===== config.mk =====
export PLATFORM = sky130hd
export DESIGN_NAME = dtfb_front
export DESIGN_NICKNAME = d
export VERILOG_FILES = /design/src/sv/assert_macros.svh /design/src/sv/dtfb_pkg.sv /design/src/sv/dtfb_front.sv
export SDC_FILE = /design/constraint.sdc
export NUM_CORES = 1
export LEC_CHECK = 0
export BUFFER_PORTS_ARGS = -buffer_cell sky130_fd_sc_hd__buf_2
export CORE_MARGIN = 5
export CORE_UTILIZATION = 53
export DETAILED_ROUTE_END_ITERATION = 7
export GPL_TIMING_DRIVEN = 0
export MAX_ROUTING_LAYER = met4
export PLACE_DENSITY = 0.86
export SETUP_SLACK_MARGIN = 0.1
export SLEW_MARGIN = 20
export SYNTH_ARGS = -nofsm -noshare
export SYNTH_HDL_FRONTEND = slang
export SYNTH_SLANG_ARGS = --single-unit

===== constraint.sdc =====
create_clock -name clk -period 4.15 [get_ports clk]
set_clock_uncertainty 0.15 [all_clocks]
set_input_delay 0.415 -clock clk [delete_from_list [all_inputs] [get_ports clk]]
set_output_delay 0.415 -clock clk [all_outputs]
set_load 0.05 [all_outputs]

===== src/sv/assert_macros.svh =====
// ----------------------------------------------------------------------------
// Assertion macros
// Shared concurrent assertion wrappers for the framebuffer modules.
// ----------------------------------------------------------------------------
`ifndef ASSERT_MACROS_SVH
`define ASSERT_MACROS_SVH

// Property must hold at every clock edge outside reset.
`define DTFB_ASSERT(name, clk, rst, prop) \
  name: assert property (@(posedge clk) disable iff (rst) prop) \
    else $error("dtfb assertion failed");

// Condition must never be true outside reset.
`define DTFB_NEVER(name, clk, rst, cond) \
  `DTFB_ASSERT(name, clk, rst, !(cond))

`endif


===== src/sv/dtfb_pkg.sv =====
`timescale 1ns / 1ps
// ----------------------------------------------------------------------------
// dtfb_pkg
// Types, sizes and codes shared by the depth-tested framebuffer modules.
// ----------------------------------------------------------------------------
package dtfb_pkg;

  // Screen geometry.
  localparam int WIDTH  = 128;
  localparam int HEIGHT = 32;

  localparam int PIX_W  = 8;
  localparam int LANES  = 8;
  localparam int LANE_W = $clog2(LANES);
  localparam int PAGES  = (HEIGHT + LANES - 1) / LANES;
  localparam int PAGE_W = (PAGES > 1) ? $clog2(PAGES) : 1;
  localparam int COL_W  = $clog2(WIDTH);
  localparam int ADDR_W = COL_W + PAGE_W;
  localparam int RAM_DEPTH = WIDTH * (1 << PAGE_W);
  localparam int ROW_W  = LANES * PIX_W;

  localparam int QUEUE_DEPTH = 2;
  localparam int QPTR_W = (QUEUE_DEPTH > 1) ? $clog2(QUEUE_DEPTH) : 1;
  localparam int QCNT_W = $clog2(QUEUE_DEPTH + 1);

  localparam int CFG_W     = 16;
  localparam int REG_IDX_W = 2;

  // Register indexes.
  localparam logic [REG_IDX_W-1:0] REG_CAMERA_X       = 2'd0;
  localparam logic [REG_IDX_W-1:0] REG_CAMERA_Y       = 2'd1;
  localparam logic [REG_IDX_W-1:0] REG_DEFAULT_COLOUR = 2'd2;

  // Command codes on the input word.
  localparam logic [1:0] FUNC_CLEAR = 2'd0;
  localparam logic [1:0] FUNC_PLOT  = 2'd1;
  localparam logic [1:0] FUNC_READ  = 2'd2;

  // Job codes after classification.
  localparam logic [1:0] OP_NONE  = 2'd0;
  localparam logic [1:0] OP_CLEAR = 2'd1;
  localparam logic [1:0] OP_PLOT  = 2'd2;
  localparam logic [1:0] OP_READ  = 2'd3;

  typedef struct packed {
    logic [1:0]         func;
    logic signed [15:0] pos_x;
    logic signed [15:0] pos_y;
    logic [7:0]         colour;
    logic [7:0]         depth;
    logic [6:0]         column;
    logic [1:0]         page;
  } cmd_t;

  typedef struct packed {
    logic [7:0] page_bits;
    logic       plotted;
  } rsp_t;

  typedef struct packed {
    logic [1:0]        op;
    logic [ADDR_W-1:0] addr;
    logic [LANE_W-1:0] lane;
    logic [PIX_W-1:0]  value;
    logic [7:0]        depth;
    logic [LANES-1:0]  mask;
  } job_t;

endpackage


===== src/sv/dtfb_front.sv =====
`timescale 1ns / 1ps
// ----------------------------------------------------------------------------
// dtfb_front
// Accepts command words, maps plot positions to screen cells and turns each
// word into a job for the back end.
// ----------------------------------------------------------------------------
module dtfb_front (
  input  logic                           clk,
  input  logic                           rst,
  input  logic                           cmd_valid,
  output logic                           cmd_stall,
  input  dtfb_pkg::cmd_t                 cmd,
  input  logic                           wr_en,
  input  logic [dtfb_pkg::REG_IDX_W-1:0] wr_index,
  input  logic [dtfb_pkg::CFG_W-1:0]     wr_data,
  input  logic                           q_full,
  input  logic                           init_busy,
  output logic                           q_push,
  output dtfb_pkg::job_t                 q_job
);
  import dtfb_pkg::*;

  logic signed [15:0] camera_x;
  logic signed [15:0] camera_y;
  logic signed [17:0] tx;
  logic signed [17:0] ty;
  logic [13:0]        xcoord;
  logic [13:0]        ycoord;
  logic               on_screen;
  logic [PAGE_W-1:0]  plot_page;
  logic [PAGE_W-1:0]  read_page;

  always_ff @(posedge clk) begin
    if (rst) begin
      camera_x <= '0;
      camera_y <= '0;
    end else if (wr_en) begin
      if (wr_index == REG_CAMERA_X) begin
        camera_x <= wr_data;
      end
      if (wr_index == REG_CAMERA_Y) begin
        camera_y <= wr_data;
      end
    end
  end

  // Position minus camera plus one half, still in sixteenths of a pixel.
  assign tx = {{2{cmd.pos_x[15]}}, cmd.pos_x} - {{2{camera_x[15]}}, camera_x} + 18'sd8;
  assign ty = {{2{cmd.pos_y[15]}}, cmd.pos_y} - {{2{camera_y[15]}}, camera_y} + 18'sd8;

  // Truncation toward zero sends anything in (-1, 0) to cell zero.
  assign xcoord = tx[17] ? 14'd0 : tx[17:4];
  assign ycoord = ty[17] ? 14'd0 : ty[17:4];

  assign on_screen = (tx > -18'sd16) && (ty > -18'sd16) &&
                     (xcoord < 14'(WIDTH)) && (ycoord < 14'(HEIGHT));

  assign plot_page = PAGE_W'(ycoord[13:LANE_W]);
  assign read_page = PAGE_W'(cmd.page);

  assign cmd_stall = q_full || init_busy;
  assign q_push    = cmd_valid && !cmd_stall;

  always_comb begin
    q_job       = '0;
    q_job.depth = cmd.depth;
    q_job.value = cmd.colour + {cmd.depth[6:0], 1'b0};
    unique case (cmd.func)
      FUNC_CLEAR: begin
        q_job.op = OP_CLEAR;
      end
      FUNC_PLOT: begin
        q_job.op   = (on_screen && (cmd.colour != 8'd0)) ? OP_PLOT : OP_NONE;
        q_job.addr = {COL_W'(xcoord), plot_page};
        q_job.lane = ycoord[LANE_W-1:0];
      end
      FUNC_READ: begin
        q_job.op   = ({25'd0, cmd.column} < WIDTH) ? OP_READ : OP_NONE;
        q_job.addr = {COL_W'(cmd.column), read_page};
        for (int k = 0; k < LANES; k++) begin
          q_job.mask[k] = (int'(cmd.page) * LANES + k) < HEIGHT;
        end
      end
      default: begin
        q_job.op = OP_NONE;
      end
    endcase
  end

endmodule


* After elaboration in Yosys (flattened, before gate mapping)
Index checks and enable logic that the tools add are counted.
Storage, ports and cells: bits in registers 32, input port bits 83, output and inout port bits 40, logic and storage cells 48
Cells by class: order comparisons 12, mux-type cells 7, $add $sub $neg 12, eq/ne operators 3, reductions and logical operators 12
Operator list (number):
- less-than comparator 6 bit (second input constant) | 7
- adder 17 x 5 -> 18 bit (second input constant) | 2
- > comparator 18 x 5 -> 1 bit (second input constant) | 2
- subtractor 16 x 16 -> 17 bit | 2
- two-way mux 13 bit | 2
- adder 5 x 3 -> 6 bit (second input constant) | 4
- one-hot mux 9 bit (2 select lines) | 1
- less-than comparator 13 x 6 -> 1 bit (second input constant) | 1
- less-than comparator 13 x 8 -> 1 bit (second input constant) | 1
- adder 5 x 2 -> 6 bit (second input constant) | 2
- adder 8 bit | 1
- two-way mux 8 bit | 1
- nonzero test 8 bit | 1
- adder 5 x 1 -> 6 bit (second input constant) | 1
- less-than comparator 5 x 6 -> 1 bit (second input constant) | 1
- one-hot mux 2 bit (3 select lines) | 1
- logical AND 1 bit | 5
- == test 2 x 1 -> 1 bit (second input constant) | 2
- logical NOT 2 bit | 2
- AND reduction 2 bit | 2
- two-way mux 3 bit | 1
- == test 2 bit (second input constant) | 1
- two-way mux 2 bit | 1
- logical NOT 1 bit | 1
- logical OR 1 bit | 1

* Logic depth before layout (Yosys ltp)
word-level depth 9, mapped depth 16, depth with buffers taken out 15

* Least setup slack after synthesis
OpenSTA, ideal clock, no wires.
path kind input -> output, start point in cmd[26] (netlist name), end point out q_job[37] (netlist name), buffers on the path 0, data arrival time 3723 ps, data required time 3585 ps, path slack -138 ps, stages on the path 12, cells stage by stage ha_1 > ha_1 > fa_1 > a211oi_1 > o21ai_2 > a41oi_2 > o21ai_2 > xor2_1 > or4_1 > or3_1 > mux2_2 > o22ai_2
RTL lines:
- start, declared | line dtfb_front.sv:12 | input dtfb_pkg::cmd_t cmd,
- end, declared | line dtfb_front.sv:19 | output dtfb_pkg::job_t q_job

==> metrics.md <==
| Metric | Value |
|---|---|
| GRT overflow | `0` |
| Maximum fanout along the worst path | `3` |
| Met2 usage | `a little over two fifths` |
| Req. time, crit path | `about 3.6 ns` |
| Min-Delay Endpoint | `camera_x[5]` |
| Setup CP Type | `flop to output port` |
| Die Wd | `between 90 and 100 um` |
| CTS Sinks | `32` |
| Worst Path Arrival | `approximately 3.7 ns` |
| Leading cell type in the layout, fill and taps excluded | `buf_2` |
| Cell Area, Synth | `3816 sq um` |
| CP top delay family | `compound AO/OA/AOI/OAI gates` |
| CP max stage delay | `between 0.3 and 0.4 ns` |
| Ratio of cells with drive above 1 in the final layout | `between 30 and 40%` |
| RR Endpoint | `camera_y[1]` |
| Clk buf depth | `2` |
| Reg2reg setup slack | `3.31 ns` |
| Crit end category | `output port` |
| Initial Utilization | `53.47%` |
| Rows | `31` |
| Final HPWL DP | `8481 um` |
| Antenna Nets Post-Route | `0` |
| Register area share after synthesis | `roughly 17%` |
| Tot Pwr | `around 1.4 mW` |
| Hold_buf cts | `0` |
| Pwr/cell area | `roughly 270 nW/um^2` |
| Reg2reg start | `camera_y[1]` |
| Post-Layout Inst Area | `5085 sq um` |
| Pre-CTS setup slack | `-0.2120 ns` |
| Total number of vias | `4042` |
| Critical-path cell list | `inv_2 > ha_4 > ha_4 > fa_2 > a211oi_4 > o21ai_2 > a41oi_2 > o21ai_2 > buf_4 > a21oi_2 > nor2b_1 > o41a_2 > or3_1 > mux2_4 > o22ai_4 > buf_6` |
| Fillers | `between 600 and 700` |
| Top cells by area, synth | `ha_1 24%, dfxtp_1 17%, a21oi_1 7.6%` |
| Clock root buffer | `clkbuf_8` |
| GP Congestion | `slightly below 0.9` |
| Gr usage total | `24.01%` |
| Largest net degree at the start of global routing | `11` |
| Final worst path period need | `approximately 4.2 ns` |
| Final setup vio count | `1` |
| Hold_sp | `rst` |
| Die Area | `between 8000 and 9000 sq um` |
| Max VDD drop | `between 0.00015 and 0.0002 V` |
| Area delta synth->final | `33.25%` |
| Yosys top cell area share | `between 20% and 30%` |
| Antenna violations before repair | `0` |
| Failing checks | `setup timing` |
| Post-synth ARST share | `0%` |
| Layer with the highest usage | `met2` |
| F_max | `about 240 MHz` |
| Routed wire length per instance | `~15 um` |
| 1st-pass router iterations | `4` |
| Placed cell areas | `4561 sq um` |
| Synth Register Bits | `32` |
| First-pass GRT wire length | `roughly 17000 um` |
| Core Region | `roughly 7000 sq um` |
| Vias in the first global route | `about 3800` |
| Gate count of the mapped netlist | `roughly 500` |
| Max-Slew Margin vs Limit | `around half` |
| Mapped Nets | `roughly 660` |
| # nets final | `799` |
| Lkg Pwr | `approximately 2.3 nW` |
| CTS tree | `built` |
| Depth of the CTS H-tree | `2` |
| Measured slew at the worst slew-check pin | `0.7535 ns` |
| DRC | `0` |
| Grt met1 use | `approximately 28%` |
| Final WS setup | `-0.09548 ns` |
| Status | `complete, but fails checks` |
| # IOs | `about 120` |
| Slew Viols, Final | `0` |
| Worst Reg-to-Reg Cells | `3` |
| DR iter-0 viols | `between 100 and 150` |
| Final WL | `10800 um` |
| Synth warnings | `0` |
| Distinct cells, synth | `59` |
| Diode count | `0` |
| Endpoints failing hold | `0` |
| Slowest CP cell | `or3_1` |
| Worst path buffer plus inverter count | `3` |
| Skew-Pair Late Insertion Delay | `0.28 ns` |
| Clk pin slew, worst setup/hold paths | `0.07 ns` |
| Worst Hold Depth | `2` |
| Die height | `94.86 um` |
| Tcrit/Tclk final | `102.3%` |
| Area leader, netlist | `ha_1` |
| Top_reg_cell synth | `dfxtp_1` |
| TritonCTS Buffers | `5` |
| Max Cap Viol | `0` |
| Port Buffer Count | `121` |
| Worst Setup Start Kind | `flop` |
| Hold crit path type | `input port to flop` |
| Synth Area per Inst | `7.648 sq um` |
| Global routing usage on met3 | `around 3.9%` |
| Vias/cell | `5.462` |
| EDFF count, synth | `0` |
| Commonest cells after routing, fill and taps aside | `113 x buf_2, 76 x nand2_1, 60 x ha_1, 53 x a21oi_1, 50 x inv_1` |
| RSZ-0062 raised after global routing | `yes` |
-- cells in the mapped netlist (4+ instances only) --
cell type and n:
and2_1 6, o21ai_1 7, a22oi_1 7, a211oi_1 4
clkbuf_1 11, dfxtp_1 32, o21a_1 5, xnor2_1 19
nand3_1 7, o211ai_1 4, nor2_1 20, nor2b_1 13
nor3_1 5, xor2_1 10, ha_1 73, a21oi_1 58
buf_4 16, inv_1 52, o21bai_1 5, nand4_1 5
o21ai_0 6, nand2_1 76, a21o_1 8
-- final cells by class --
class | count | area, sq um | share of cell area [%]
plain buffers | 28 | 176.4 | 3.469
clock buffers | 8 | 90.09 | 1.772
inverters | 52 | 195.2 | 3.839
multi-input cells | 387 | 3107 | 61.10
flip-flops and latches | 32 | 643.1 | 12.65
well taps | 99 | 123.9 | 2.436
repair buffers | 134 | 749.5 | 14.74
-- what timing repair did --
action / 4_1_cts / 5_1_grt
cloned: 0 / 0
pin swaps: 15 / 22
endpoints found under the setup margin: 8 / 9
resized for setup: 31 / 35
buffers inserted: 7 / 6
-- flip-flops by register name, indices dropped and copies added (netlist names) --
name / flops
camera_y: 16
camera_x: 16
-- routing by layer --
metal  share of wire (%)  wire length [um]  vias to the layer above
met5                   0                 0                        -
met4                 3.7               395                        0
met3                 7.6               821                       35
met2                  49              5341                      165
met1                  39              4242                     1842
li1                    -                 -                     2000
-- worst register-to-register path, cell delays in order, from the launching register on --
cell     delay [ns]
dfxtp_2        0.32
buf_4          0.12
nand2_1        0.05
a21oi_1        0.07
-- power breakdown --
group          internal, mW  switching [mW]
clock                 0.135           0.111
combinational         0.328           0.453
sequential            0.318         0.00549
-- cell families (layout without fill, tap and decap cells) --
family | Yosys count | after routing | synth area share [%]
AND/OR/NAND/NOR | 154 | 154 | 19.25
buffers and inverters | 80 | 222 | 9.640
AO/OA/AOI/OAI | 125 | 125 | 21.35
flip-flops | 32 | 32 | 16.79
multiplexers | 3 | 3 | 0.8197
XOR/XNOR | 29 | 29 | 6.656
adder cells (fa/ha/maj) | 76 | 76 | 25.51
-- how the worst max path moves through the flow --
| stage | startpoint | to | slack, ns | cells after the start |
|---|---|---|---|---|
| finish | camera_y[1] | q_job[37] | -0.1 | 16 |
| global route | camera_y[1] | q_job[37] | -0.23 | 16 |
| CTS | camera_y[1] | q_job[37] | -0.14 | 16 |
| detailed placement | cmd[26] | q_job[37] | -0.21 | 14 |
| global placement | cmd[26] | q_job[37] | -0.21 | 14 |
| floorplan | cmd[26] | q_job[37] | 0.14 | 12 |
-- stage by stage --
step | utilization [%] | instances | setup TNS [ns] | hold WS (ns)
floorplan | - | 499 | 0 | 0.2803
global placement | 63.90 | 719 | -0.2089 | 0.2960
detailed placement | 63.90 | 719 | -0.2120 | 0.2993
CTS | 68.30 | 734 | -0.1416 | 0.1993
global route | 71.25 | 740 | -0.2267 | 0.2057
finish | 71.25 | 740 | -0.09548 | 0.2075
(Power assumes the default switching activity.)
