`src/sv/assert_macros.svh`:
```
// ----------------------------------------------------------------------------
// Assertion macros
// Shared concurrent assertion wrappers for the framebuffer modules.
// ----------------------------------------------------------------------------
`ifndef ASSERT_MACROS_SVH
`define ASSERT_MACROS_SVH

// Property must hold at every clock edge outside reset.
`define DTFB_ASSERT(name, clk, rst, prop) \
  name: assert property (@(posedge clk) disable iff (rst) prop) \
    else $error("dtfb assertion failed");

// Condition must never be true outside reset.
`define DTFB_NEVER(name, clk, rst, cond) \
  `DTFB_ASSERT(name, clk, rst, !(cond))

`endif

```
`src/sv/dtfb_pkg.sv`:
```
`timescale 1ns / 1ps
// ----------------------------------------------------------------------------
// dtfb_pkg
// Types, sizes and codes shared by the depth-tested framebuffer modules.
// ----------------------------------------------------------------------------
package dtfb_pkg;

  // Screen geometry.
  localparam int WIDTH  = 128;
  localparam int HEIGHT = 32;

  localparam int PIX_W  = 8;
  localparam int LANES  = 8;
  localparam int LANE_W = $clog2(LANES);
  localparam int PAGES  = (HEIGHT + LANES - 1) / LANES;
  localparam int PAGE_W = (PAGES > 1) ? $clog2(PAGES) : 1;
  localparam int COL_W  = $clog2(WIDTH);
  localparam int ADDR_W = COL_W + PAGE_W;
  localparam int RAM_DEPTH = WIDTH * (1 << PAGE_W);
  localparam int ROW_W  = LANES * PIX_W;

  localparam int QUEUE_DEPTH = 2;
  localparam int QPTR_W = (QUEUE_DEPTH > 1) ? $clog2(QUEUE_DEPTH) : 1;
  localparam int QCNT_W = $clog2(QUEUE_DEPTH + 1);

  localparam int CFG_W     = 16;
  localparam int REG_IDX_W = 2;

  // Register indexes.
  localparam logic [REG_IDX_W-1:0] REG_CAMERA_X       = 2'd0;
  localparam logic [REG_IDX_W-1:0] REG_CAMERA_Y       = 2'd1;
  localparam logic [REG_IDX_W-1:0] REG_DEFAULT_COLOUR = 2'd2;

  // Command codes on the input word.
  localparam logic [1:0] FUNC_CLEAR = 2'd0;
  localparam logic [1:0] FUNC_PLOT  = 2'd1;
  localparam logic [1:0] FUNC_READ  = 2'd2;

  // Job codes after classification.
  localparam logic [1:0] OP_NONE  = 2'd0;
  localparam logic [1:0] OP_CLEAR = 2'd1;
  localparam logic [1:0] OP_PLOT  = 2'd2;
  localparam logic [1:0] OP_READ  = 2'd3;

  typedef struct packed {
    logic [1:0]         func;
    logic signed [15:0] pos_x;
    logic signed [15:0] pos_y;
    logic [7:0]         colour;
    logic [7:0]         depth;
    logic [6:0]         column;
    logic [1:0]         page;
  } cmd_t;

  typedef struct packed {
    logic [7:0] page_bits;
    logic       plotted;
  } rsp_t;

  typedef struct packed {
    logic [1:0]        op;
    logic [ADDR_W-1:0] addr;
    logic [LANE_W-1:0] lane;
    logic [PIX_W-1:0]  value;
    logic [7:0]        depth;
    logic [LANES-1:0]  mask;
  } job_t;

endpackage

```
`src/sv/dtfb_queue.sv`:
```
`timescale 1ns / 1ps
// ----------------------------------------------------------------------------
// dtfb_queue
// Short job queue between the front end and the back end.
// ----------------------------------------------------------------------------
`include "assert_macros.svh"

module dtfb_queue (
  input  logic           clk,
  input  logic           rst,
  input  logic           q_push,
  input  dtfb_pkg::job_t q_job_in,
  output logic           q_full,
  input  logic           q_pop,
  output logic           q_empty,
  output dtfb_pkg::job_t q_job_out
);
  import dtfb_pkg::*;

  job_t              slots [QUEUE_DEPTH];
  logic [QPTR_W-1:0] wptr;
  logic [QPTR_W-1:0] rptr;
  logic [QCNT_W-1:0] count;

  function automatic logic [QPTR_W-1:0] bump(input logic [QPTR_W-1:0] p);
    return (p == QPTR_W'(QUEUE_DEPTH - 1)) ? '0 : p + 1'b1;
  endfunction

  assign q_full    = (count == QCNT_W'(QUEUE_DEPTH));
  assign q_empty   = (count == '0);
  assign q_job_out = slots[rptr];

  always_ff @(posedge clk) begin
    if (rst) begin
      wptr  <= '0;
      rptr  <= '0;
      count <= '0;
    end else begin
      if (q_push) begin
        wptr <= bump(wptr);
      end
      if (q_pop) begin
        rptr <= bump(rptr);
      end
      if (q_push && !q_pop) begin
        count <= count + 1'b1;
      end else if (q_pop && !q_push) begin
        count <= count - 1'b1;
      end
    end
  end

  always_ff @(posedge clk) begin
    if (q_push) begin
      slots[wptr] <= q_job_in;
    end
  end

  `DTFB_NEVER(a_push_when_full, clk, rst, q_push && q_full)
  `DTFB_NEVER(a_pop_when_empty, clk, rst, q_pop && q_empty)

endmodule

```
`config.mk`:
```
export PLATFORM = sky130hd
export DESIGN_NAME = dtfb_queue
export DESIGN_NICKNAME = d
export VERILOG_FILES = /design/src/sv/dtfb_pkg.sv /design/src/sv/dtfb_queue.sv
export VERILOG_INCLUDE_DIRS = /design/src /design/src/sv
export SDC_FILE = /design/constraint.sdc
export NUM_CORES = 1
export LEC_CHECK = 0
export BUFFER_PORTS_ARGS = -buffer_cell sky130_fd_sc_hd__buf_4
export CAP_MARGIN = 20
export CORE_MARGIN = 10
export CORE_UTILIZATION = 30
export DETAILED_ROUTE_END_ITERATION = 10
export GPL_TIMING_DRIVEN = 0
export PLACE_DENSITY = 0.52
export SLEW_MARGIN = 20
export SYNTH_ARGS = -nofsm -noshare
export SYNTH_HDL_FRONTEND = slang
export SYNTH_SLANG_ARGS = --single-unit
```
`constraint.sdc`:
```
create_clock -name clk -period 3.9 [get_ports clk]
set_input_delay 0.78 -clock clk [delete_from_list [all_inputs] [get_ports clk]]
set_output_delay 0.78 -clock clk [all_outputs]
set_load 0.02 [all_outputs]
```
### Word-level counts from Yosys, hierarchy flattened

Memories as Yosys holds them, arrays and structs flattened. A register that Yosys moved wholly into a read port is not among the register bits.
Index checks and enable logic that the tools add are counted.

| word-level totals | value |
|---|---|
| register bits after elaboration | 4 |
| memory bits (writable) | 76 |
| input bits | 42 |
| memories kept | 1 |

Memories:

| name | depth | bits a word | read ports | clocked after Yosys merged registers in | write ports | RTL line | text |
|---|---|---|---|---|---|---|---|
| slots | 2 | 38 | 1 | 1 | 1 | dtfb_queue.sv:20 | `job_t slots [QUEUE_DEPTH];` |

| cells by class | value |
|---|---|
| add/subtract/negate cells | 4 |
| eq/ne operators | 1 |
| mux-type cells | 8 |
| reduce and logical (&&, ||, !) cells | 6 |

Operators by type and width:

| cell | number |
|---|---|
| 2-to-1 mux 1 bit | 6 |
| 2-to-1 mux 2 bit | 2 |
| adder 1 bit, second input constant | 2 |
| adder 2 x 1 -> 2 bit, second input constant | 1 |
| equality test 2 bit, second input constant | 1 |
| logical AND 1 bit | 2 |
| zero test 1 bit | 2 |
| zero test 2 bit | 1 |
| nonzero test 2 bit | 1 |
| subtractor 2 x 1 -> 2 bit, second input constant | 1 |

### Depth between registers and ports, before layout

Gate-level depths: netlist (run 1).

| depth | value |
|---|---|
| depth after elaboration | 4 |
| mapped depth | 5 |

### Least setup slack after synthesis (run 1)

Ideal clock, no wire load.

| timing path | value |
|---|---|
| path kind | input-to-reg |
| start point | input port q_push |
| end point | memory slots[0][0] (netlist bit) (enable) |
| setup time | 438 ps |
| arrival | 2484 ps |
| required time | 3462 ps |
| setup slack | 978 ps |
| stages | 1 |
| cells stage by stage | nor2b_1 |

| on the way | value |
|---|---|
| word-level cells in the longest chain between the ends | 2 |

RTL lines:

| what | RTL line | text |
|---|---|---|
| start: declaration | dtfb_queue.sv:11 | `input logic q_push,` |
| 2-to-1 mux 1 bit | dtfb_queue.sv:54 | `if (q_push) begin` |
| 2-to-1 mux 1 bit (implied by the code) | dtfb_queue.sv:55 | `slots[wptr] <= q_job_in;` |
| end: declaration | dtfb_queue.sv:20 |  |

No other way between the ends.

==> results of run 1 <==
==> power groups by stage <==
stage / clock, mW / sequential [mW] / combinational (mW)
after detailed placement: 0 / 1.04 / 0.311
after CTS: 0.580 / 1.02 / 0.312
after global routing: 0.607 / 1.03 / 0.327
after global placement: 0 / 1.05 / 0.302
after floorplan: 0 / 1.04 / 0.164
final: 0.551 / 1.02 / 0.303
==> logic make-up (layout without fill, tap and decap cells) <==
group	Yosys count	after routing	share of synthesized area, %
fa+ha+maj	1	1	0.424
xor+xnor	4	4	1.19
mux	38	38	14.5
buf+inv	5	104	1.31
compound gates	2	2	0.339
simple gates	9	9	1.57
flops	81	81	80.7
==> worst paths after layout <==
check	start	to	slack, ns	depth (start not counted)
max reg2reg	wptr	slots[0][18]	2.50	2
min reg2reg	rptr	flip-flop	0.52	2
min	rptr	flip-flop	0.52	2
max	flip-flop	q_job_out[6]	1.54	4
==> layer usage <==
metal | share of wire, % | vias up | wire, µm | GRT usage, %
met4 | 2.2 | 0 | 135 | 5.04
met5 | 0 | - | 0 | 0
met3 | 7.2 | 12 | 432 | 3.50
li1 | - | 727 | - | -
met2 | 51 | 49 | 3090 | 14.2
met1 | 39 | 769 | 2350 | 9.08
==> stage by stage <==
step,instance area (µm²),total power [mW]
2_1_floorplan,2950,1.21
3_3_place_gp,3730,1.35
3_5_place_dp,3780,1.36
4_1_cts,3950,1.92
5_1_grt,3950,1.96
6_report,3950,1.88
==> flip-flops by register name (all words and copies together), names as in the netlist, named ones only <==
| register | cells |
|---|---|
| slots | 76 |
| count | 2 |
| rptr | 1 |
| wptr | 1 |
==> final cells by class <==
class / count / area, µm²
Fill cell: 905 / 5730
Multi-Input combinational cell: 54 / 541
Inverter: 1 / 3.75
Tap cell: 133 / 166
Sequential cell: 81 / 2380
Clock inverter: 7 / 52.6
Buffer: 4 / 35.0
Timing Repair Buffer: 83 / 648
Clock buffer: 9 / 124
==> worst register-to-register path, delay by kind of cell (launching register included) <==
family                 cells  cell delay (ns)
buffers and inverters      1             0.27
DFF                        1             0.36
and+or+nand+nor            1             0.48
==> cells in the mapped netlist (2+ instances only) <==
cell / number
edfxtp_1: 76
mux2_2: 38
dfxtp_1: 5
nor2_1: 5
buf_6: 2
xnor2_1: 2
xor2_1: 2
==> results.py, run 1 <==
metrics = {
    "yosys": {
        "ys_seq_area_share_pct": 80.7,
        "synth_area_leaders": "edfxtp_1 (77%), mux2_2 (14%), dfxtp_1 (3.4%), buf_6 (0.76%), nor2_1 (0.64%)",
        "netlist_area_um2": 2950,
        "synth_cells": 140,
        "yosysWarningCount": 0,
        "yosysTopAreaCellShare_pct": 77.3,
        "synth.avg_cell_area_um2": 21.1,
        "synth_edf_count": 76,
        "synth_nets": 183,
        "ys_seq_elements": 81,
        "synth_area_leader_cell": "edfxtp_1",
        "ys_types": 17,
        "synthArstFlopShare_pct": 0,
        "ys.flop_type": "edfxtp_1",
    },
    "sta": {
        "fmax_mhz": 424,
        "rsz0062_at_grt": "no",
        "slew_headroom_pct": 62.5,
        "slew_viol_final": 0,
        "period_needed_ns": 2.36,
        "clock_skew_ns": 0.00864,
        "setup_violations": 0,
        "min_period_over_period_pct": 60.5,
        "tns_ns": 0,
        "hold_violations": 0,
        "worst_slack_ns": 1.54,
        "whs_ns": 0.516,
        "tightest_slew_ns": 0.562,
    },
    "layout": {
        "final_common_cell": "buf_4",
        "layout-drive-gt1-share_pct": 59.8,
        "antenna_cells": 0,
        "num-nets-final": 277,
        "area_delta_synth_final_pct": 33.9,
        "final_core_util_pct": 40.8,
        "final_cell_mix": "buf_4 (82), edfxtp_1 (76), mux2_2 (38), clkbuf_8 (9)",
        "instances_no_fill": 372,
    },
    "power": {
        "p_leak_nw": 1.46,
        "switching_share_pct": 25.9,
        "clkPwrFrac_pct": 29.4,
        "pwr-share-comb_pct": 16.1,
        "internal_power_mw": 1.39,
        "p_seq_share_pct": 54.5,
        "p_sw_mw": 0.486,
        "irDropWorstVdd_v": 0.000151,
        "p_per_area_nw_per_um2": 475,
    },
    "global_routing": {
        "grt_first_pass_wirelength_mm": 9.36,
        "grt_max_degree": 28,
        "antenna_found_initial": 0,
        "overflow": 0,
        "grt_pass1_vias": 1726,
        "groute.usage.overall_pct": 8.58,
    },
    "cts": {
        "clkSlewWorstSetupHoldPaths_ns": 0.08,
        "cts_hold_buf": 0,
        "clock-sinks": 81,
        "tritoncts": "done",
        "cts_root_buffer": "clkbuf_8",
        "cts_max_level": 3,
        "cts_resized": 0,
        "cts_setup_buffers": 0,
        "clock_latency_ns": 0.35,
        "clockBufferDepth": 2,
        "cts_made_buffers": 9,
    },
    "setup_path": {
        "cp_data_required_time_ns": 3.12,
        "critPathKind": "flip-flop to output port",
        "startpoint_type": "flip-flop",
        "cp_top_family": "buffers and inverters",
        "crit_path_top_delay_cell": "mux2_2",
        "path_buf_inv": 3,
        "cp-end-kind": "output port",
        "path_cells": "buf_4 -> buf_6 -> mux2_2 -> buf_4",
        "crit_top_cell": "buf_4",
        "crit_fanout": 10,
        "cpPeakStageDelay_ns": 0.36,
        "critPathArrivalTime_ns": 1.58,
    },
    "detailed_routing": {
        "vias": 1557,
        "drc": 0,
        "drt_wl_total_mm": 6.00,
        "wire_per_inst_um": 16.1,
        "firstDrtPassIters": 4,
        "drt_iter0_markers": 40,
        "ant_nets": 0,
        "viasPerCell": 4.19,
    },
    "placed_design": {
        "post-place-ws_ns": 1.89,
        "gp_congestion": 0.680,
        "dp.cells": 356,
        "io_buffers": 81,
        "hpwlAfterDp_mm": 4.19,
    },
    "die": {
        "initial_utilization_pct": 30.5,
        "die_h_um": 119,
        "num_rows": 36,
        "dieWidth_um": 119,
        "pin_count": 82,
        "dieArea_um2": 14200,
        "core_um2": 9680,
    },
    "min_path": {
        "worstHoldPathType": "flip-flop to flip-flop",
    },
    "run": {
        "maxCapViolCount": 0,
    },
    "run_status": {
        "status": "finished clean",
    },
}
(Power assumes the default switching activity.)
==> run 2: changes to the inputs <==
--- a/config.mk
+++ b/config.mk
@@ -12,7 +12,7 @@
 export CORE_UTILIZATION = 30
 export DETAILED_ROUTE_END_ITERATION = 10
 export GPL_TIMING_DRIVEN = 0
-export PLACE_DENSITY = 0.52
+export PLACE_DENSITY = 0.54
 export SLEW_MARGIN = 20
 export SYNTH_ARGS = -nofsm -noshare
 export SYNTH_HDL_FRONTEND = slang
==> constraint.sdc (replaced) <==
create_clock -name clk -period 1.9 [get_ports clk]
set_input_delay 0.38 -clock clk [delete_from_list [all_inputs] [get_ports clk]]
set_output_delay 0.38 -clock clk [all_outputs]
set_load 0.02 [all_outputs]
==> run 2 against run 1 <==
  * Cell area increased by 1.6%
  * Wire length decreased by 2.0%
  * Flip-flop and latch count unchanged
  * Global-route usage decreased by 0.082 points
  * Clock-buffer cell count increased by 1
  * Clock power increased by 110%
  * Via count increased by 0.13%
  * Utilization increased by 0.67 points
  * Critical path type unchanged
  * Largest power group unchanged
==> results.py, run 2 (synthesis gave the netlist of run 1 again) <==
metrics = {
    "run_status": {
        "status": "finished clean",
    },
    "layout": {
        "layout-drive-gt1-share_pct": 60.4,
        "largest_register_ffs": 76,
        "final_cell_mix": "buf_4 (83), edfxtp_1 (76), mux2_2 (37), clkbuf_8 (9)",
        "antenna_cells": 0,
        "final_core_util_pct": 41.5,
        "num-nets-final": 279,
        "reg.largest.list": "slots (76), count (2)",
        "area_delta_synth_final_pct": 36.1,
        "largest-register": "slots",
        "final_common_cell": "buf_4",
        "instances_no_fill": 373,
    },
    "setup_path": {
        "crit_fanout": 10,
        "path_buf_inv": 3,
        "critPathKind": "flip-flop to output port",
        "cp.depth": 4,
        "path_cells": "buf_6 -> buf_12 -> mux2_2 -> buf_4",
        "r2r_cells": 2,
        "cp_data_required_time_ns": 1.52,
        "cp-end-kind": "output port",
        "startpoint_type": "flip-flop",
        "cpPeakStageDelay_ns": 0.34,
        "r2r-end": "slots[1][14]",
        "critPathArrivalTime_ns": 1.45,
        "reg2reg_slack_ns": 0.43,
        "cp_top_family": "buffers and inverters",
        "crit_path_top_delay_cell": "dfxtp_2",
        "regToRegStartpoint": "wptr",
    },
    "sta": {
        "fmax_mhz": 546,
        "period_needed_ns": 1.83,
        "rsz0062_at_grt": "yes",
        "min_period_over_period_pct": 96.3,
        "whs_ns": 0.217,
        "hold_violations": 0,
        "slew_headroom_pct": 57.8,
        "setup_violations": 0,
        "clock_skew_ns": 0.00982,
        "slew_viol_final": 0,
        "tightest_slew_ns": 0.632,
        "worst_slack_ns": 0.0700,
    },
    "power": {
        "p_leak_nw": 1.49,
        "irDropWorstVdd_v": 0.000449,
        "power_mw": 3.93,
        "p_per_area_nw_per_um2": 979,
    },
    "global_routing": {
        "groute.usage.overall_pct": 8.50,
        "grt_first_pass_wirelength_mm": 9.38,
        "grt_busiest_layer": "met2",
        "grtUsageMet2_pct": 13.2,
        "antenna_found_initial": 0,
        "met1_usage_pct": 9.68,
        "grt_max_degree": 22,
        "grt_util_met3_pct": 4.02,
        "grt_pass1_vias": 1807,
        "overflow": 0,
    },
    "cts": {
        "cts_root_buffer": "clkbuf_8",
        "clock_latency_ns": 0.34,
        "cts_made_buffers": 9,
        "cts_max_level": 3,
        "clkSlewWorstSetupHoldPaths_ns": 0.08,
        "clock-sinks": 81,
        "tritoncts": "done",
        "clockBufferDepth": 2,
    },
    "placed_design": {
        "dp.cells": 356,
        "hpwlAfterDp_mm": 4.08,
        "io_buffers": 81,
        "gp_congestion": 0.659,
        "post-place-ws_ns": 0.224,
    },
    "run": {
        "maxCapViolCount": 0,
    },
    "die": {
        "pin_count": 82,
        "core_um2": 9680,
        "initial_utilization_pct": 30.5,
        "dieArea_um2": 14200,
        "die_h_um": 119,
        "num_rows": 36,
        "dieWidth_um": 119,
    },
    "detailed_routing": {
        "wire_per_inst_um": 15.8,
        "drc": 0,
        "firstDrtPassIters": 4,
        "drt_wl_total_mm": 5.88,
        "ant_nets": 0,
        "viasPerCell": 4.18,
        "drt_iter0_markers": 57,
        "vias": 1559,
    },
    "min_path": {
        "worstHoldPathType": "input port to flip-flop",
        "hp-start": "q_job_in[36]",
        "hold_depth": 1,
        "hold_end": "slots[0][36]",
    },
}
[run 2: power by group]
group | total [mW] | internal, mW | switching (mW)
logic | 0.647 | 0.325 | 0.323
clock network | 1.18 | 0.598 | 0.582
registers | 2.10 | 2.08 | 0.0297
total | 3.93 | 3.00 | 0.934
[run 2: timing repair]
item / CTS / global route
setup endpoints to repair: 20 / 23
cloned: 0 / 0
hold buffers: 0 / 0
buffers inserted: 2 / 0
gates resized for setup: 4 / 4
[run 2: cell type report]
type | count | area (µm²)
buffer | 4 | 58.8
clock buffer | 10 | 128
clock inverter | 5 | 57.6
fill | 889 | 5670
inverter | 1 | 3.75
multi-input combinational | 54 | 544
sequential | 81 | 2380
tap | 133 | 166
timing repair buffer | 85 | 676
[run 2: how the worst max path moves through the flow]
stage / to / slack [ns]
floorplan: slots[0][0] / 0.09
global placement: slots[0][1] / -0.78
detailed placement: slots[0][22] / 0.22
CTS: q_job_out[20] / 0.001
global route: q_job_out[0] / -0.002
finish: q_job_out[20] / 0.07
[run 2: layer usage]
metal	wire, µm	share of wire (%)	vias to the layer above
li1	-	-	731
met1	2480	42	759
met2	2810	48	60
met3	507	8.6	9
met4	85	1.4	0
met5	0	0	-
[run 2: worst register-to-register path, cell delays in order, from the launching register on]
cell     delay [ns]
dfxtp_1        0.41
and2_2         0.51
buf_12         0.25
[run 2: stage by stage]
step | TNS (ns) | instance area [µm²]
2_1_floorplan | 0 | 2960
3_3_place_gp | -51.85 | 3730
3_5_place_dp | 0 | 3780
4_1_cts | 0 | 4000
5_1_grt | -0.00184 | 4020
6_report | 0 | 4020
==> run 3: changes to the inputs <==
--- a/config.mk
+++ b/config.mk
@@ -13,6 +13,7 @@
 export DETAILED_ROUTE_END_ITERATION = 10
 export GPL_TIMING_DRIVEN = 0
 export PLACE_DENSITY = 0.54
+export SETUP_SLACK_MARGIN = 0.1
 export SLEW_MARGIN = 20
 export SYNTH_ARGS = -nofsm -noshare
 export SYNTH_HDL_FRONTEND = slang
==> run 3 against run 2 <==
  * Clock skew is 0.0014 ns lower
  * Non-clock buffer count increased by 2
  * First-iteration DRC count is 26% lower
  * Wire length rose by 1.7%
  * Worst setup slack better by 0.030 ns
  * Global-route usage fell by 0.20 points
  * Die area did not move
  * Flip-flop and latch count is the same
==> results.py, run 3 (synthesis gave the netlist of run 1 again) <==
metrics = {
    "setup_path": {
        "critPathKind": "flip-flop to output port",
        "cp_data_required_time_ns": 1.52,
        "r2r-end": "slots[1][8]",
        "cp-end-kind": "output port",
        "crit_fanout": 6,
        "cp_top_family": "buffers and inverters",
        "r2r_cells": 2,
        "regToRegStartpoint": "wptr",
        "crit_path_top_delay_cell": "dfxtp_2",
        "path_buf_inv": 3,
        "critPathArrivalTime_ns": 1.42,
        "reg2reg_slack_ns": 0.41,
        "startpoint_type": "flip-flop",
        "cpPeakStageDelay_ns": 0.35,
        "path_cells": "buf_12 -> clkbuf_16 -> mux2_4 -> buf_6",
    },
    "min_path": {
        "hp-start": "q_job_in[23]",
        "hold_end": "slots[0][23]",
        "hold_depth": 1,
        "worstHoldPathType": "input port to flip-flop",
    },
    "placed_design": {
        "io_buffers": 81,
        "gp_congestion": 0.641,
        "hpwlAfterDp_mm": 4.14,
        "postPlaceCellArea_um2": 3790,
    },
    "layout": {
        "area_delta_synth_final_pct": 45.2,
        "num-nets-final": 281,
        "final_cell_mix": "edfxtp_1 (76), buf_4 (54), buf_6 (29), mux2_4 (28), mux2_2 (10)",
        "fillCellCount": 886,
        "reg.largest.list": "slots (76), count (2)",
        "design_area_um2": 4290,
        "layout-drive-gt1-share_pct": 60.9,
        "final_common_cell": "edfxtp_1",
        "largest-register": "slots",
        "antenna_cells": 0,
        "largest_register_ffs": 76,
    },
    "die": {
        "die_h_um": 119,
        "dieWidth_um": 119,
        "initial_utilization_pct": 30.5,
        "num_rows": 36,
        "dieArea_um2": 14200,
        "core_um2": 9680,
        "pin_count": 82,
    },
    "power": {
        "irDropWorstVdd_v": 0.000377,
        "pwr-share-comb_pct": 19.7,
        "power_mw": 3.95,
        "switching_share_pct": 24.5,
        "clkPwrFrac_pct": 26.9,
        "internal_power_mw": 2.98,
        "p_per_area_nw_per_um2": 922,
        "p_sw_mw": 0.969,
        "p_seq_share_pct": 53.4,
        "p_leak_nw": 1.66,
    },
    "sta": {
        "tightest_slew_ns": 0.645,
        "tns_ns": 0,
        "setup_violations": 0,
        "hold_violations": 0,
        "period_needed_ns": 1.80,
        "clock_skew_ns": 0.00841,
        "fmax_mhz": 555,
        "slew_viol_final": 0,
        "rsz0062_at_grt": "yes",
        "slew_headroom_pct": 56.9,
        "min_period_over_period_pct": 94.7,
    },
    "global_routing": {
        "grt_pass1_vias": 1772,
        "overflow": 0,
        "grt_first_pass_wirelength_mm": 9.18,
        "antenna_found_initial": 0,
        "grt_max_degree": 22,
        "groute.usage.overall_pct": 8.30,
    },
    "run": {
        "maxCapViolCount": 0,
    },
    "run_status": {
        "status": "finished clean",
    },
    "detailed_routing": {
        "drt_wl_total_mm": 5.98,
        "vias": 1558,
        "viasPerCell": 4.14,
        "drc": 0,
        "ant_nets": 0,
        "firstDrtPassIters": 4,
        "wire_per_inst_um": 15.9,
        "drt_iter0_markers": 42,
    },
    "cts": {
        "cts_max_level": 3,
        "clockBufferDepth": 2,
        "clkSlewWorstSetupHoldPaths_ns": 0.08,
        "clock_latency_ns": 0.33,
        "clock-sinks": 81,
        "cts_hold_buf": 0,
        "cts_made_buffers": 9,
        "cts_root_buffer": "clkbuf_8",
        "tritoncts": "done",
    },
}
## run 3: through the flow
stage	worst slack, ns	hold WS [ns]	std cells	utilization [%]
finish	0.0998	0.223	376	44.3
global route	0.0388	0.194	376	44.3
CTS	0.0338	0.193	374	41.6
detailed placement	0.240	0.501	356	39.1
global placement	-0.557	0.493	354	38.6
floorplan	0.159	0.449	140	-
## run 3: power groups by stage
stage	clock [mW]	sequential, mW	combinational, mW
floorplan	0	2.14	0.339
global placement	0	2.14	0.617
detailed placement	0	2.14	0.643
CTS	1.13	2.11	0.678
global route	1.20	2.12	0.833
finish	1.06	2.11	0.780
## run 3: layout make-up
class,instances,area (µm²),share of cell area [%]
tap,133,166,3.88
clock inverter,6,42.5,0.992
multi-input combinational,54,646,15.1
clock buffer,10,128,2.98
sequential,81,2380,55.6
timing repair buffer,87,850,19.8
inverter,1,3.75,0.0876
buffer,4,67.6,1.58
## run 3: per-layer routing
metal / GRT usage [%] / share of wire (%) / vias to the layer above / routed length [µm]
met2: 14.4 / 52 / 42 / 3080
met4: 4.12 / 0.87 / 0 / 52
met5: 0 / 0 / - / 0
met1: 8.54 / 41 / 773 / 2470
met3: 3.31 / 6.2 / 6 / 371
li1: - / - / 737 / -
## run 3: how the worst max path moves through the flow
stage / startpoint / to / slack, ns / depth (start not counted)
finish: flip-flop / q_job_out[12] / 0.1 / 4
global route: flip-flop / q_job_out[6] / 0.04 / 4
CTS: flip-flop / q_job_out[20] / 0.03 / 4
detailed placement: q_push / slots[0][5] / 0.24 / 3
global placement: q_push / slots[1][21] / -0.56 / 2
floorplan: wptr / slots[1][0] / 0.16 / 1
## run 3: timing repair
action | in CTS | in global routing
resized for setup | 11 | 55
setup buffers | 2 | 0
cloned | 0 | 2
setup endpoints to repair | 32 | 36
